**config.mk**
```make
export PLATFORM = sky130hd
export DESIGN_NAME = spi_flash_page_writer_unit
export DESIGN_NICKNAME = d
export VERILOG_FILES = /design/src/design/sfpw_pkg.sv /design/src/design/spi_flash_page_writer_unit.sv /design/src/design/sfpw_front.sv /design/src/design/sfpw_queue.sv /design/src/design/sfpw_back.sv
export SDC_FILE = /design/constraint.sdc
export NUM_CORES = 1
export LEC_CHECK = 0
export BUFFER_PORTS_ARGS = -buffer_cell sky130_fd_sc_hd__buf_2
export CAP_MARGIN = 30
export CORE_AREA = 2 2 157 159
export CTS_BUF_LIST = sky130_fd_sc_hd__clkbuf_4 sky130_fd_sc_hd__clkbuf_8
export CTS_CLUSTER_DIAMETER = 40
export CTS_CLUSTER_SIZE = 25
export DETAILED_ROUTE_END_ITERATION = 12
export DIE_AREA = 0 0 159 161
export REMOVE_ABC_BUFFERS = 1
export SLEW_MARGIN = 5
export SYNTH_ARGS = -nofsm -noshare
export SYNTH_HDL_FRONTEND = slang
export SYNTH_HIERARCHICAL = 1
export SYNTH_SLANG_ARGS = --single-unit
```
**constraint.sdc**
```tcl
create_clock -name clk -period 4 [get_ports clk]
set_input_delay 0.4 -clock clk [delete_from_list [all_inputs] [get_ports clk]]
set_output_delay 0.4 -clock clk [all_outputs]
set_load 0.03 [all_outputs]
```
**src/design/sfpw_pkg.sv**
```systemverilog
// ----------------------------------------------------------------------------
// sfpw_pkg
// shared constants and types for the spi flash page writer
// ----------------------------------------------------------------------------
`timescale 1ns / 1ps

package sfpw_pkg;

  // bytes in one flash page, 1 to 256
  localparam int PAGE_BYTES = 128;

  // depth of the queue between front and back
  localparam int QUEUE_DEPTH = 2;

  localparam int ADDR_W = 24;

  // flash opcodes
  localparam logic [7:0] OP_WREN = 8'h06;
  localparam logic [7:0] OP_PP   = 8'h02;
  localparam logic [7:0] OP_WRDI = 8'h04;

  // one classified data byte, as handed from front to back
  typedef struct packed {
    logic [7:0]        data;
    logic              first;
    logic              closing;
    logic [ADDR_W-1:0] addr;
  } desc_t;

endpackage

```
**src/design/spi_flash_page_writer_unit.sv**
```systemverilog
// ----------------------------------------------------------------------------
// spi_flash_page_writer_unit
// page-program sequencer for a mode-0 spi flash, one mosi bit per transfer
// ----------------------------------------------------------------------------
// channel | direction | handshake               | payload
// --------+-----------+-------------------------+-------------------------------
// data    | in        | data_valid / data_stall | data_byte[7:0]
// bit     | out       | bit_valid / bit_stall   | mosi_bit, frame_end, last
//
// one output bit per clock unless bit_stall holds a shown bit or the queue is
// empty; a mid-page byte sends its data, a page's first byte write enable, page
// program, 3 address bytes and data, the last data and write disable
// a two-entry queue lets new bytes be taken while the serializer is busy
// synchronous reset clears page address, page position, queue and output
// bit_stall freezes a shown output bit and the serializer; data_stall rises only
// when the queue is full
// ----------------------------------------------------------------------------
`timescale 1ns / 1ps

module spi_flash_page_writer_unit (
  input  logic       clk,
  input  logic       rst,
  input  logic       data_valid,
  output logic       data_stall,
  input  logic [7:0] data_byte,
  output logic       bit_valid,
  input  logic       bit_stall,
  output logic       mosi_bit,
  output logic       frame_end,
  output logic       last
);

  sfpw_pkg::desc_t  front_desc;
  sfpw_pkg::desc_t  q_head;
  logic             q_full;
  logic             q_not_empty;
  logic             q_pop;
  logic             take;

  // byte transfer happens whenever data_valid is high and the queue has room
  assign data_stall = q_full;
  assign take       = data_valid && !q_full;

  // front: page position and address, first / closing classification
  sfpw_front u_front (
    .clk       (clk),
    .rst       (rst),
    .take      (take),
    .data_byte (data_byte),
    .desc      (front_desc)
  );

  // decoupling queue
  sfpw_queue u_queue (
    .clk       (clk),
    .rst       (rst),
    .push      (take),
    .push_desc (front_desc),
    .pop       (q_pop),
    .head      (q_head),
    .not_empty (q_not_empty),
    .full      (q_full)
  );

  // back: frame serializer with registered output
  sfpw_back u_back (
    .clk       (clk),
    .rst       (rst),
    .head      (q_head),
    .q_valid   (q_not_empty),
    .pop       (q_pop),
    .bit_valid (bit_valid),
    .bit_stall (bit_stall),
    .mosi_bit  (mosi_bit),
    .frame_end (frame_end),
    .last      (last)
  );

endmodule

```
**src/design/sfpw_front.sv**
```systemverilog
// ----------------------------------------------------------------------------
// sfpw_front
// accepts page bytes, tracks page position and address, classifies each byte
// ----------------------------------------------------------------------------
`timescale 1ns / 1ps

module sfpw_front (
  input  logic                 clk,
  input  logic                 rst,
  input  logic                 take,
  input  logic [7:0]           data_byte,
  output sfpw_pkg::desc_t      desc
);

  logic [7:0]                    byte_position;
  logic [sfpw_pkg::ADDR_W-1:0]   page_address;
  logic                          closing;

  // a position at or past the page end closes the page
  assign closing = ({1'b0, byte_position} + 9'd1) >= 9'(sfpw_pkg::PAGE_BYTES);

  assign desc.data    = data_byte;
  assign desc.first   = (byte_position == 8'd0);
  assign desc.closing = closing;
  assign desc.addr    = page_address;

  always_ff @(posedge clk) begin
    if (rst) begin
      byte_position <= 8'd0;
      page_address  <= '0;
    end else if (take) begin
      if (closing) begin
        byte_position <= 8'd0;
        page_address  <= page_address + sfpw_pkg::ADDR_W'(sfpw_pkg::PAGE_BYTES);
      end else begin
        byte_position <= byte_position + 8'd1;
      end
    end
  end

endmodule

```
**src/design/sfpw_queue.sv**
```systemverilog
// ----------------------------------------------------------------------------
// sfpw_queue
// short register queue of classified bytes between front and back
// ----------------------------------------------------------------------------
`timescale 1ns / 1ps

module sfpw_queue (
  input  logic             clk,
  input  logic             rst,
  input  logic             push,
  input  sfpw_pkg::desc_t  push_desc,
  input  logic             pop,
  output sfpw_pkg::desc_t  head,
  output logic             not_empty,
  output logic             full
);

  localparam int PTR_W = (sfpw_pkg::QUEUE_DEPTH > 1) ? $clog2(sfpw_pkg::QUEUE_DEPTH) : 1;
  localparam int CNT_W = $clog2(sfpw_pkg::QUEUE_DEPTH + 1);
  localparam logic [PTR_W-1:0] LAST_PTR = PTR_W'(sfpw_pkg::QUEUE_DEPTH - 1);
  localparam logic [CNT_W-1:0] FULL_CNT = CNT_W'(sfpw_pkg::QUEUE_DEPTH);

  sfpw_pkg::desc_t   entries [sfpw_pkg::QUEUE_DEPTH];
  logic [PTR_W-1:0]  wr_ptr;
  logic [PTR_W-1:0]  rd_ptr;
  logic [CNT_W-1:0]  count;

  assign head      = entries[rd_ptr];
  assign not_empty = (count != '0);
  assign full      = (count == FULL_CNT);

  always_ff @(posedge clk) begin
    if (push) begin
      entries[wr_ptr] <= push_desc;
    end
  end

  always_ff @(posedge clk) begin
    if (rst) begin
      wr_ptr <= '0;
      rd_ptr <= '0;
      count  <= '0;
    end else begin
      if (push) begin
        wr_ptr <= (wr_ptr == LAST_PTR) ? '0 : wr_ptr + PTR_W'(1);
      end
      if (pop) begin
        rd_ptr <= (rd_ptr == LAST_PTR) ? '0 : rd_ptr + PTR_W'(1);
      end
      if (push && !pop) begin
        count <= count + CNT_W'(1);
      end else if (pop && !push) begin
        count <= count - CNT_W'(1);
      end
    end
  end

  a_no_pop_empty: assert property (@(posedge clk) disable iff (rst)
    pop |-> not_empty)
    else $error("queue popped while empty");

  a_no_push_full: assert property (@(posedge clk) disable iff (rst)
    push |-> (!full || pop))
    else $error("queue pushed while full");

endmodule

```
**src/design/sfpw_back.sv**
```systemverilog
// ----------------------------------------------------------------------------
// sfpw_back
// serializer: walks the frame bytes of one classified byte, when not stalled one bit a clock
// ----------------------------------------------------------------------------
`timescale 1ns / 1ps

module sfpw_back (
  input  logic             clk,
  input  logic             rst,
  input  sfpw_pkg::desc_t  head,
  input  logic             q_valid,
  output logic             pop,
  output logic             bit_valid,
  input  logic             bit_stall,
  output logic             mosi_bit,
  output logic             frame_end,
  output logic             last
);

  typedef enum logic [2:0] {
    S_WREN,
    S_PP,
    S_A2,
    S_A1,
    S_A0,
    S_DATA,
    S_WRDI
  } slot_t;

  slot_t            slot;
  slot_t            slot_next;
  logic [2:0]       bit_idx;
  logic             busy;
  sfpw_pkg::desc_t  cur;
  logic [7:0]       cur_byte;
  logic             advance;
  logic             final_bit;
  logic             bit_frame_end;

  always_comb begin
    unique case (slot)
      S_WREN:  begin cur_byte = sfpw_pkg::OP_WREN;   slot_next = S_PP;   end
      S_PP:    begin cur_byte = sfpw_pkg::OP_PP;     slot_next = S_A2;   end
      S_A2:    begin cur_byte = cur.addr[23:16];     slot_next = S_A1;   end
      S_A1:    begin cur_byte = cur.addr[15:8];      slot_next = S_A0;   end
      S_A0:    begin cur_byte = cur.addr[7:0];       slot_next = S_DATA; end
      S_DATA:  begin cur_byte = cur.data;            slot_next = S_WRDI; end
      S_WRDI:  begin cur_byte = sfpw_pkg::OP_WRDI;   slot_next = S_WRDI; end
      default: begin cur_byte = cur.data;            slot_next = S_DATA; end
    endcase
  end

  assign advance   = busy && (!bit_valid || !bit_stall);
  assign final_bit = (bit_idx == 3'd0) &&
                     ((slot == S_WRDI) || ((slot == S_DATA) && !cur.closing));
  assign bit_frame_end = (bit_idx == 3'd0) &&
                         ((slot == S_WREN) || (slot == S_WRDI) ||
                          ((slot == S_DATA) && cur.closing));
  // take the next byte when idle or on the last bit of the current one
  assign pop = q_valid && (!busy || (advance && final_bit));

  always_ff @(posedge clk) begin
    if (rst) begin
      busy      <= 1'b0;
      bit_valid <= 1'b0;
      slot      <= S_DATA;
      bit_idx   <= 3'd7;
    end else begin
      if (advance) begin
        bit_valid <= 1'b1;
        mosi_bit  <= cur_byte[bit_idx];
        frame_end <= bit_frame_end;
        last      <= final_bit;
      end else if (!bit_stall) begin
        bit_valid <= 1'b0;
      end

      if (pop) begin
        cur     <= head;
        slot    <= head.first ? S_WREN : S_DATA;
        bit_idx <= 3'd7;
        busy    <= 1'b1;
      end else if (advance) begin
        if (bit_idx == 3'd0) begin
          if (final_bit) begin
            busy <= 1'b0;
          end
          slot    <= slot_next;
          bit_idx <= 3'd7;
        end else begin
          bit_idx <= bit_idx - 3'd1;
        end
      end
    end
  end

  a_wrdi_ends_item: assert property (@(posedge clk) disable iff (rst)
    (advance && (bit_idx == 3'd0) && (slot == S_WRDI)) |=>
      (bit_valid && last && frame_end))
    else $error("write-disable frame did not close the item");

  a_mid_byte_quiet: assert property (@(posedge clk) disable iff (rst)
    (advance && (bit_idx != 3'd0)) |=> (!last && !frame_end))
    else $error("frame or item end flagged inside a byte");

  a_hold_on_stall: assert property (@(posedge clk) disable iff (rst)
    (bit_valid && bit_stall) |=>
      (bit_valid && $stable(mosi_bit) && $stable(frame_end) && $stable(last)))
    else $error("output bit changed under stall");

endmodule

```
==> results of run 1 <==
Yosys cell counts (2+ instances only):
cell type and number:
edfxtp_1 104, xnor2_1 6, nand2b_1 4, a21oi_1 14, a31oi_1 2, xor2_1 18, and3_1 3, nand4_1 6
and4_1 2, mux2i_1 5, mux2_2 36, or3_1 4, inv_1 10, dfxtp_1 38, nor2b_1 6, nand3_1 5
nor4_1 4, buf_4 19, o31a_1 2, clkbuf_1 8, o211ai_1 6, and2_1 2, nor3b_1 5, o22ai_1 2
a211oi_1 2, a311oi_1 2, nor2b_4 2, nor3_1 4, nor2_1 34, or2_2 2, buf_2 4, ha_1 6
a21o_1 2, nand2_1 22, a2bb2oi_1 2, o211a_1 2, o21ai_0 19
through the flow:
stage / utilization [%] / power (W) / hold WS, ns / cell area, um2 / setup WS, ns
6_report: 27.82 / 0.003840 / 0.1496 / 6668 / 1.402
5_1_grt: 27.82 / 0.004060 / 0.1023 / 6668 / 1.241
4_1_cts: 27.74 / 0.003880 / 0.1137 / 6648 / 1.450
3_5_place_dp: 26.14 / 0.002761 / 0.4781 / 6264 / 1.485
3_3_place_gp: 26.14 / 0.002736 / 0.4704 / 6264 / 1.566
2_1_floorplan: - / 0.002545 / 0.4396 / 5746 / 0.6766
registers in the layout (all words and copies together) (netlist names), named ones only:
signal                 flops
u_front/byte_position      8
u_back/bit_valid           1
u_queue/rd_ptr             1
u_back/busy                1
u_queue/count              2
u_back/frame_end           1
u_back/bit_idx             3
u_back/last                1
u_queue/wr_ptr             1
u_queue/entries           68
u_front/page_address      17
u_back/slot                3
u_back/cur                33
u_back/mosi_bit            1
cell type report:
type	count	area share, %
clock buffers	18	3.622
repair buffers	20	1.839
clock inverters	14	2.139
inverters	10	0.5630
well taps	324	6.080
multi-input cells	258	27.51
flip-flops and latches	142	58.25
cells by family (layout without fill, tap and decap cells):
family                   Yosys count  in the layout  share of synthesized area [%]
other                              1              7                        0.06327
buffers and inverters             42             62                          4.074
flip-flops                       142            142                          65.53
AND/OR/NAND/NOR                  112            112                          10.18
multiplexers                      41             41                          7.684
AO/OA/AOI/OAI                     68             68                          7.663
XOR/XNOR                          24             24                          3.547
adder cells (fa/ha/maj)            6              6                          1.267
worst max-delay path: stages (launching register included):
cell      delay [ns]
dfxtp_1         0.82
nor3b_1         0.37
o2111a_1        0.29
o21a_4          0.18
inv_1           0.06
ha_1            0.31
or3_1           0.36
a21oi_1         0.13
how the worst max path moves through the flow:
stage          slack [ns]          endpoint      startpoint  cells after the start
2_1_floorplan        0.68     u_back/cur[0]  u_back/slot[0]                      4
3_3_place_gp         1.57  u_queue/count[1]  u_back/slot[0]                      7
3_5_place_dp         1.48  u_queue/count[1]  u_back/slot[0]                      7
4_1_cts              1.45  u_queue/count[1]  u_back/slot[0]                      7
5_1_grt              1.24  u_queue/count[1]  u_back/slot[0]                      7
6_report             1.40  u_queue/count[1]  u_back/slot[0]                      7
routing by layer:
layer,routed length (um),up-vias,GRT usage [%]
met3,442,15,3.570
met5,0,-,0
met2,4841,63,13.72
met4,183,0,3.306
li1,-,1620,-
met1,4767,1610,10.12
power groups by stage:
stage	sequential [W]	combinational, W	clock (W)
final	0.00201	0.000729	0.00110
after global routing	0.00204	0.000815	0.00121
after CTS	0.00201	0.000727	0.00114
after detailed placement	0.00204	0.000717	0
after global placement	0.00204	0.000699	0
after floorplan	0.00204	0.000501	0
==> flow_metrics.env, run 1 <==
export IMPL_dp_hpwl_um=6515
export IMPL_clkLatencyLatePin_ns=0.44
export IMPL_clock_sinks=142
export IMPL_postCtsHoldBufs=0
export IMPL_min_to="u_queue/entries[1][27]"
export IMPL_yosys_warnings=6
export IMPL_syn_area_um2=5927
export IMPL_required_ns=4.37
export IMPL_grt_pass1_vias=3301
export IMPL_hold_path_depth=1
export IMPL_dieArea_um2=25600
export IMPL_gp_congestion=0.8479
export IMPL_post_route_min_period_ns=2.598
export IMPL_cp_start_kind="register"
export IMPL_final_cell_mix="edfxtp_1, dfxtp_1, mux2_2"
export IMPL_rr_startpoint="u_back/slot[0]"
export IMPL_p_leak_nw=2.294
export IMPL_cts_buffers_inserted=17
export IMPL_peakVddDrop_uv=266.7
export IMPL_finalSetupViolations=0
export IMPL_wl_um=10240
export IMPL_cts_resized=0
export IMPL_ys_flop_type="edfxtp_1"
export IMPL_period_share_pct=64.96
export IMPL_rsz0062_at_grt="false"
export IMPL_fin_cells=786
export IMPL_arrival_ns=2.97
export IMPL_clock_fmax_ghz=0.3848
export IMPL_async_reset_ff_share_pct=0
export IMPL_swShare_pct=28.22
export IMPL_start_util_pct=24.73
export IMPL_final_net_count=467
export IMPL_rr_endpoint="u_queue/count[1]"
export IMPL_vias=3308
export IMPL_gr_total_overflow=0
export IMPL_dr_pass1_iters=4
export IMPL_path_max_fanout=22
export IMPL_portBuffers=16
export IMPL_max_cap_viol_count=0
export IMPL_min_from="data_byte[1]"
export IMPL_drtIter0Drc=214
export IMPL_clock_power_share_pct=28.7
export IMPL_post_cts_setup_buffers=0
export IMPL_skew_ns=0.01197
export IMPL_core_region_area_um2=23960
export IMPL_grt_max_degree=35
export IMPL_yosysSeqAreaShare_pct=65.53
export IMPL_grt_usage_pct=8.503
export IMPL_pin_count=17
export IMPL_vias_per_cell=4.209
export IMPL_synth_edf_count=104
export IMPL_ys_ff_latch=142
export IMPL_slew_limit_headroom_pct=49.59
export IMPL_cts_root_buf="clkbuf_8"
export IMPL_clockBufferDepth=2
export IMPL_mostFrequentLayoutCell="edfxtp_1"
export IMPL_nFillCells=2448
export IMPL_avgSynthCellArea_um2=13.59
export IMPL_intPower_w=0.002756
export IMPL_powerDensity_nw_per_um2=575.8
export IMPL_drc_errors=0
export IMPL_seqPwrFrac_pct=52.3
export IMPL_yosysTopAreaCell="edfxtp_1"
export IMPL_core_rowCount=57
export IMPL_setup_tns_final_ns=0
export IMPL_p_switching_w=0.001083
export IMPL_antenna_found_initial=0
export IMPL_die_h_um=161
export IMPL_reg2reg_depth=7
export IMPL_htree_levels=4
export IMPL_ant_nets=0
export IMPL_p_comb_share_pct=19.0
export IMPL_cts_clk_slew_worst_paths_ns=0.08
export IMPL_seq_area_um2=3884
export IMPL_slew_violations=0
export IMPL_wl_per_cell_um=13.02
export IMPL_area_delta_synth_final_pct=12.50
export IMPL_hold_viol=0
export IMPL_synthCells=436
export IMPL_dpl_cell_count=753
export IMPL_die_x_um=159
export IMPL_r2r_setup_slack_ns=1.40
export IMPL_antennaDiodeCount=0
export IMPL_cts_tree="done"
export IMPL_hold_path_class="input pin to register"
export IMPL_worstMarginPinSlew_ns=0.7551
export IMPL_grt_first_pass_wirelength_um=16850
export IMPL_multi_input_area_um2=1834
export IMPL_netlist_top_cells_area="edfxtp_1, dfxtp_1, mux2_2, xor2_1, buf_4"
export IMPL_yosys_area_top_type_share_pct=52.69
export IMPL_drive_gt1_share_pct=21.43
export IMPL_synthDistinctLibCells=59
export IMPL_status="completed"
export IMPL_endpoint_kind="register"
export IMPL_crit_type="register to register"
Note: power is estimated with default switching activity, not from simulation.
==> run 2, diff against run 1 <==
==> constraint.sdc (replaced) <==
create_clock -name clk -period 2.7 [get_ports clk]
set_input_delay 0.27 -clock clk [delete_from_list [all_inputs] [get_ports clk]]
set_output_delay 0.27 -clock clk [all_outputs]
set_load 0.03 [all_outputs]
==> run 2 against run 1 <==
  * Clock power up 62%
  * Clock-buffer cell count increased by 2
  * Critical endpoint unchanged
  * Combinational power up 59%
  * Largest cell class unchanged
==> flow_metrics.env, run 2 (synthesis results as in run 1) <==
export IMPL_grt_usage_pct=8.582
export IMPL_crit_slowest_cell="dfxtp_1"
export IMPL_clockBufferDepth=2
export IMPL_min_from="data_byte[7]"
export IMPL_post_route_min_period_ns=2.313
export IMPL_slowest_delay_ns=0.35
export IMPL_final_cell_mix="edfxtp_1, dfxtp_1, mux2_2"
export IMPL_nFillCells=2452
export IMPL_finalSetupViolations=0
export IMPL_reg2reg_depth=9
export IMPL_core_region_area_um2=23960
export IMPL_max_cap_viol_count=0
export IMPL_antennaDiodeCount=0
export IMPL_required_ns=3.05
export IMPL_pin_count=17
export IMPL_skew_ns=0.01123
export IMPL_min_to="u_queue/entries[0][33]"
export IMPL_postCtsHoldBufs=7
export IMPL_vias_per_cell=4.214
export IMPL_grt_max_degree=35
export IMPL_clock_fmax_ghz=0.4324
export IMPL_multi_input_area_um2=1834
export IMPL_p_leak_nw=2.371
export IMPL_path_max_fanout=8
export IMPL_status="completed"
export IMPL_drtIter0Drc=229
export IMPL_ant_nets=0
export IMPL_cts_buffers_inserted=17
export IMPL_largest_register_ffs=68
export IMPL_top_regs="u_queue/entries: 68 flops, u_back/cur: 33 flops, u_front/page_address: 17 flops"
export IMPL_endpoint_kind="register"
export IMPL_antenna_found_initial=0
export IMPL_startpoint="u_back/bit_idx[1]"
export IMPL_drive_gt1_share_pct=21.82
export IMPL_p_total_w=0.005866
export IMPL_dieArea_um2=25600
export IMPL_seq_area_um2=3884
export IMPL_finalInstanceArea_um2=6808
export IMPL_die_x_um=159
export IMPL_cts_root_buf="clkbuf_8"
export IMPL_hold_path_depth=1
export IMPL_peakVddDrop_uv=317.0
export IMPL_cts_tree="done"
export IMPL_slew_violations=0
export IMPL_clock_sinks=142
export IMPL_crit_type="register to register"
export IMPL_post_cts_setup_buffers=0
export IMPL_cp_top_family="compound AO/OA/AOI/OAI gates"
export IMPL_dp_hpwl_um=6767
export IMPL_powerDensity_nw_per_um2=861.7
export IMPL_wl_per_cell_um=13.13
export IMPL_place_area_um2=6314
export IMPL_hold_path_class="input pin to register"
export IMPL_core_rowCount=57
export IMPL_grt_pass1_vias=3511
export IMPL_period_share_pct=85.65
export IMPL_start_util_pct=24.73
export IMPL_worstPathCellList="inv_1 -> ha_1 -> nor2b_1 -> o2111a_1 -> o21a_4 -> inv_1 -> ha_1 -> or3_1 -> a21oi_1"
export IMPL_htree_levels=4
export IMPL_top_register="u_queue/entries"
export IMPL_rsz0062_at_grt="false"
export IMPL_gr_total_overflow=0
export IMPL_rr_endpoint="u_queue/count[1]"
export IMPL_clkLatencyLatePin_ns=0.43
export IMPL_gp_congestion=0.8297
export IMPL_drc_errors=0
export IMPL_r2r_setup_slack_ns=0.39
export IMPL_critPathBufInv=2
export IMPL_slew_limit_headroom_pct=55.89
export IMPL_cp_start_kind="register"
export IMPL_portBuffers=16
export IMPL_cts_clk_slew_worst_paths_ns=0.07
export IMPL_area_delta_synth_final_pct=14.86
export IMPL_cts_resized=0
export IMPL_mostFrequentLayoutCell="edfxtp_1"
export IMPL_rr_startpoint="u_back/bit_idx[1]"
export IMPL_wl_um=10460
export IMPL_die_h_um=161
export IMPL_dr_pass1_iters=4
export IMPL_arrival_ns=2.66
export IMPL_worstMarginPinSlew_ns=0.6556
export IMPL_grt_first_pass_wirelength_um=17330
export IMPL_final_net_count=478
export IMPL_hold_viol=0
export IMPL_vias=3354
==> run 2: cell types whose count changed in the layout (fill, tap and decap cells not counted), moves of 3 or more <==
cell | before | now
buf_4 | 3 | 7
clkinvlp_4 | 5 | 2
dlygate4sd3_1 | 0 | 7
inv_6 | 3 | 0
==> run 2: layer usage <==
metal,vias to the layer above,track usage (%),share of wire [%]
li1,1638,-,-
met1,1621,10.45,46
met2,76,13.81,48
met3,19,3.107,4.7
met4,0,3.595,1.7
met5,-,0,0
==> run 2: worst max path at each step <==
stage / end / slack, ns / depth (start not counted)
after floorplan: u_back/cur[0] / -0.62 / 4
after global placement: u_queue/count[1] / 0.55 / 9
after detailed placement: u_queue/count[1] / 0.44 / 9
after CTS: u_queue/count[1] / 0.41 / 9
after global routing: u_queue/count[1] / 0.29 / 9
final: u_queue/count[1] / 0.39 / 9
==> run 2: cell type report <==
cell class	count	area share, %
flip-flops and latches	142	57.05
well taps	324	5.955
multi-input cells	258	26.94
repair buffers	31	3.271
clock inverters	11	2.463
clock buffers	20	3.768
inverters	10	0.5514
==> run 2: through the flow <==
stage          TNS, ns  std cells  setup WS [ns]  hold WS (ns)  utilization [%]
2_1_floorplan   -32.12        410        -0.6234        0.3391                -
3_3_place_gp         0        758         0.5480        0.4594            26.35
3_5_place_dp         0        758         0.4353        0.4636            26.35
4_1_cts              0        796         0.4104      0.005901            28.41
5_1_grt              0        796         0.2942       0.01217            28.41
6_report             0        796         0.3873       0.04163            28.41
==> run 2: power breakdown <==
group          switching, W  internal, W  total, W
registers          0.000147      0.00278   0.00293
clock network      0.000749      0.00103   0.00178
logic              0.000665     0.000493   0.00116
total               0.00156      0.00431   0.00587
==> run 3, diff against run 2 <==
--- a/config.mk
+++ b/config.mk
@@ -7,12 +7,12 @@
 export LEC_CHECK = 0
 export BUFFER_PORTS_ARGS = -buffer_cell sky130_fd_sc_hd__buf_2
 export CAP_MARGIN = 30
-export CORE_AREA = 2 2 157 159
+export CORE_AREA = 4 4 159 161
 export CTS_BUF_LIST = sky130_fd_sc_hd__clkbuf_4 sky130_fd_sc_hd__clkbuf_8
 export CTS_CLUSTER_DIAMETER = 40
 export CTS_CLUSTER_SIZE = 25
 export DETAILED_ROUTE_END_ITERATION = 12
-export DIE_AREA = 0 0 159 161
+export DIE_AREA = 0 0 163 165
 export REMOVE_ABC_BUFFERS = 1
 export SLEW_MARGIN = 5
 export SYNTH_ARGS = -nofsm -noshare
==> run 3 against run 2 <==
  * Non-clock buffer count up 1
  * Sequential share of layout area about the same
  * Via count up 1.4%
  * Worst setup slack better by 0.044 ns
  * Die area up 5.1%
  * Wire length up 1.1%
  * Critical endpoint unchanged
==> flow_metrics.env, run 3 (synthesis results as in run 1) <==
export IMPL_place_area_um2=6314
export IMPL_gr_total_overflow=0
export IMPL_path_max_fanout=8
export IMPL_slowest_delay_ns=0.37
export IMPL_hold_path_class="input pin to register"
export IMPL_grt_max_degree=35
export IMPL_required_ns=3.06
export IMPL_portBuffers=16
export IMPL_dp_hpwl_um=6712
export IMPL_cts_root_buf="clkbuf_8"
export IMPL_dr_pass1_iters=4
export IMPL_endpoint_kind="register"
export IMPL_crit_type="register to register"
export IMPL_powerDensity_nw_per_um2=853.0
export IMPL_clkLatencyLatePin_ns=0.43
export IMPL_largest_register_ffs=68
export IMPL_gp_congestion=0.8616
export IMPL_worstMarginPinSlew_ns=0.7035
export IMPL_post_route_util_pct=28.42
export IMPL_drc_errors=0
export IMPL_wl_um=10570
export IMPL_top_register="u_queue/entries"
export IMPL_p_leak_nw=2.357
export IMPL_critPathBufInv=2
export IMPL_cp_start_kind="register"
export IMPL_post_route_min_period_ns=2.268
export IMPL_p_total_w=0.005809
export IMPL_clock_sinks=142
export IMPL_wl_per_cell_um=13.25
export IMPL_vias_per_cell=4.263
export IMPL_slew_violations=0
export IMPL_finalSetupViolations=0
export IMPL_cts_buffers_inserted=17
export IMPL_place_ws_ns=0.4769
export IMPL_nFillCells=2451
export IMPL_cts_clk_slew_worst_paths_ns=0.08
export IMPL_finalInstanceArea_um2=6810
export IMPL_core_region_area_um2=23960
export IMPL_reg2reg_depth=9
export IMPL_r2r_setup_slack_ns=0.43
export IMPL_grt_usage_pct=8.192
export IMPL_period_share_pct=84.02
export IMPL_clock_fmax_ghz=0.4408
export IMPL_setup_worst_path_end="u_queue/count[1]"
export IMPL_rsz0062_at_grt="false"
export IMPL_dieArea_um2=26900
export IMPL_dpl_cell_count=758
export IMPL_clockBufferDepth=2
export IMPL_cts_tree="done"
export IMPL_post_cts_setup_buffers=0
export IMPL_final_net_count=479
export IMPL_die_h_um=165
export IMPL_multi_input_area_um2=1834
export IMPL_antennaDiodeCount=0
export IMPL_drive_gt1_share_pct=21.94
export IMPL_skew_ns=0.01015
export IMPL_cp_top_family="simple AND/OR/NAND/NOR gates"
export IMPL_grt_pass1_vias=3499
export IMPL_worstPathCellList="inv_1 -> ha_1 -> nor2b_1 -> o2111a_1 -> o21a_4 -> inv_1 -> ha_1 -> or3_1 -> a21oi_1"
export IMPL_htree_levels=4
export IMPL_drtIter0Drc=194
export IMPL_final_cell_mix="edfxtp_1, dfxtp_1, mux2_2"
export IMPL_top_regs="u_queue/entries: 68 flops, u_back/cur: 33 flops, u_front/page_address: 17 flops"
export IMPL_ant_nets=0
export IMPL_max_cap_viol_count=0
export IMPL_status="completed"
export IMPL_start_util_pct=24.73
export IMPL_cts_resized=0
export IMPL_grt_first_pass_wirelength_um=17310
export IMPL_rr_endpoint="u_queue/count[1]"
export IMPL_vias=3402
export IMPL_arrival_ns=2.63
export IMPL_mostFrequentLayoutCell="edfxtp_1"
export IMPL_pin_count=17
export IMPL_area_delta_synth_final_pct=14.90
export IMPL_core_rowCount=57
export IMPL_crit_slowest_cell="or3_1"
export IMPL_fin_cells=798
export IMPL_antenna_found_initial=1
export IMPL_peakVddDrop_uv=285.3
export IMPL_startpoint="u_back/bit_idx[1]"
export IMPL_fin_ws_ns=0.4316
export IMPL_hold_viol=0
export IMPL_crit_cells=9
export IMPL_slew_limit_headroom_pct=52.67
export IMPL_die_x_um=163
export IMPL_postCtsHoldBufs=5
export IMPL_seq_area_um2=3884
export IMPL_rr_startpoint="u_back/bit_idx[1]"
[run 3: cell types whose count changed in the layout (fill, tap and decap cells not counted)]
cell and delta:
clkinv_2 -2, clkinv_4 +2, bufinv_16 -1, dlygate4sd3_1 +1, clkbuf_4 -1, clkinvlp_4 +3
[run 3: metal layers]
| metal | routed length (um) | up-vias | part of all wire, % | GRT usage, % |
|---|---|---|---|---|
| met2 | 5139 | 66 | 49 | 13.72 |
| met4 | 124 | 2 | 1.2 | 2.669 |
| li1 | - | 1645 | - | - |
| met5 | 7 | - | 0.066 | 0 |
| met3 | 562 | 14 | 5.3 | 3.169 |
| met1 | 4739 | 1675 | 45 | 9.710 |
[run 3: layout make-up]
| cell class | instances | area share (%) |
|---|---|---|
| Inverter | 10 | 0.5512 |
| Timing Repair Buffer | 32 | 3.417 |
| Clock inverter | 13 | 2.462 |
| Clock buffer | 19 | 3.656 |
| Tap cell | 324 | 5.953 |
| Sequential cell | 142 | 57.03 |
| Multi-Input combinational cell | 258 | 26.93 |
[run 3: how the worst min path moves through the flow]
stage	from	end	cells after the start
2_1_floorplan	rst	u_back/bit_valid	1
3_3_place_gp	u_front/page_address[23]	u_queue/entries[0][23]	0
3_5_place_dp	data_byte[2]	u_queue/entries[1][28]	1
4_1_cts	data_byte[3]	u_queue/entries[1][29]	1
5_1_grt	bit_stall	u_back/bit_valid	3
6_report	bit_stall	u_back/bit_valid	3
[run 3: stage by stage]
stage,hold slack [ns],setup TNS (ns)
after global routing,0.1770,0
after detailed placement,0.4644,0
final,0.1953,0
after CTS,0.001465,0
after floorplan,0.3391,-32.12
after global placement,0.4583,0
[run 3: power breakdown]
group / total (W) / internal [W] / switching, W
Combinational: 0.00115 / 0.000494 / 0.000657
Clock: 0.00173 / 0.000936 / 0.000791
Sequential: 0.00293 / 0.00278 / 0.000148
Total: 0.00581 / 0.00421 / 0.00160
[run 3: worst reg2reg max path, delay by kind of cell (launching register included)]
| kind | cells | cell delay [ns] |
|---|---|---|
| buffers and inverters | 2 | 0.15 |
| flip-flops | 1 | 0.35 |
| adder cells (fa/ha/maj) | 2 | 0.47 |
| AO/OA/AOI/OAI | 3 | 0.60 |
| AND/OR/NAND/NOR | 2 | 0.64 |
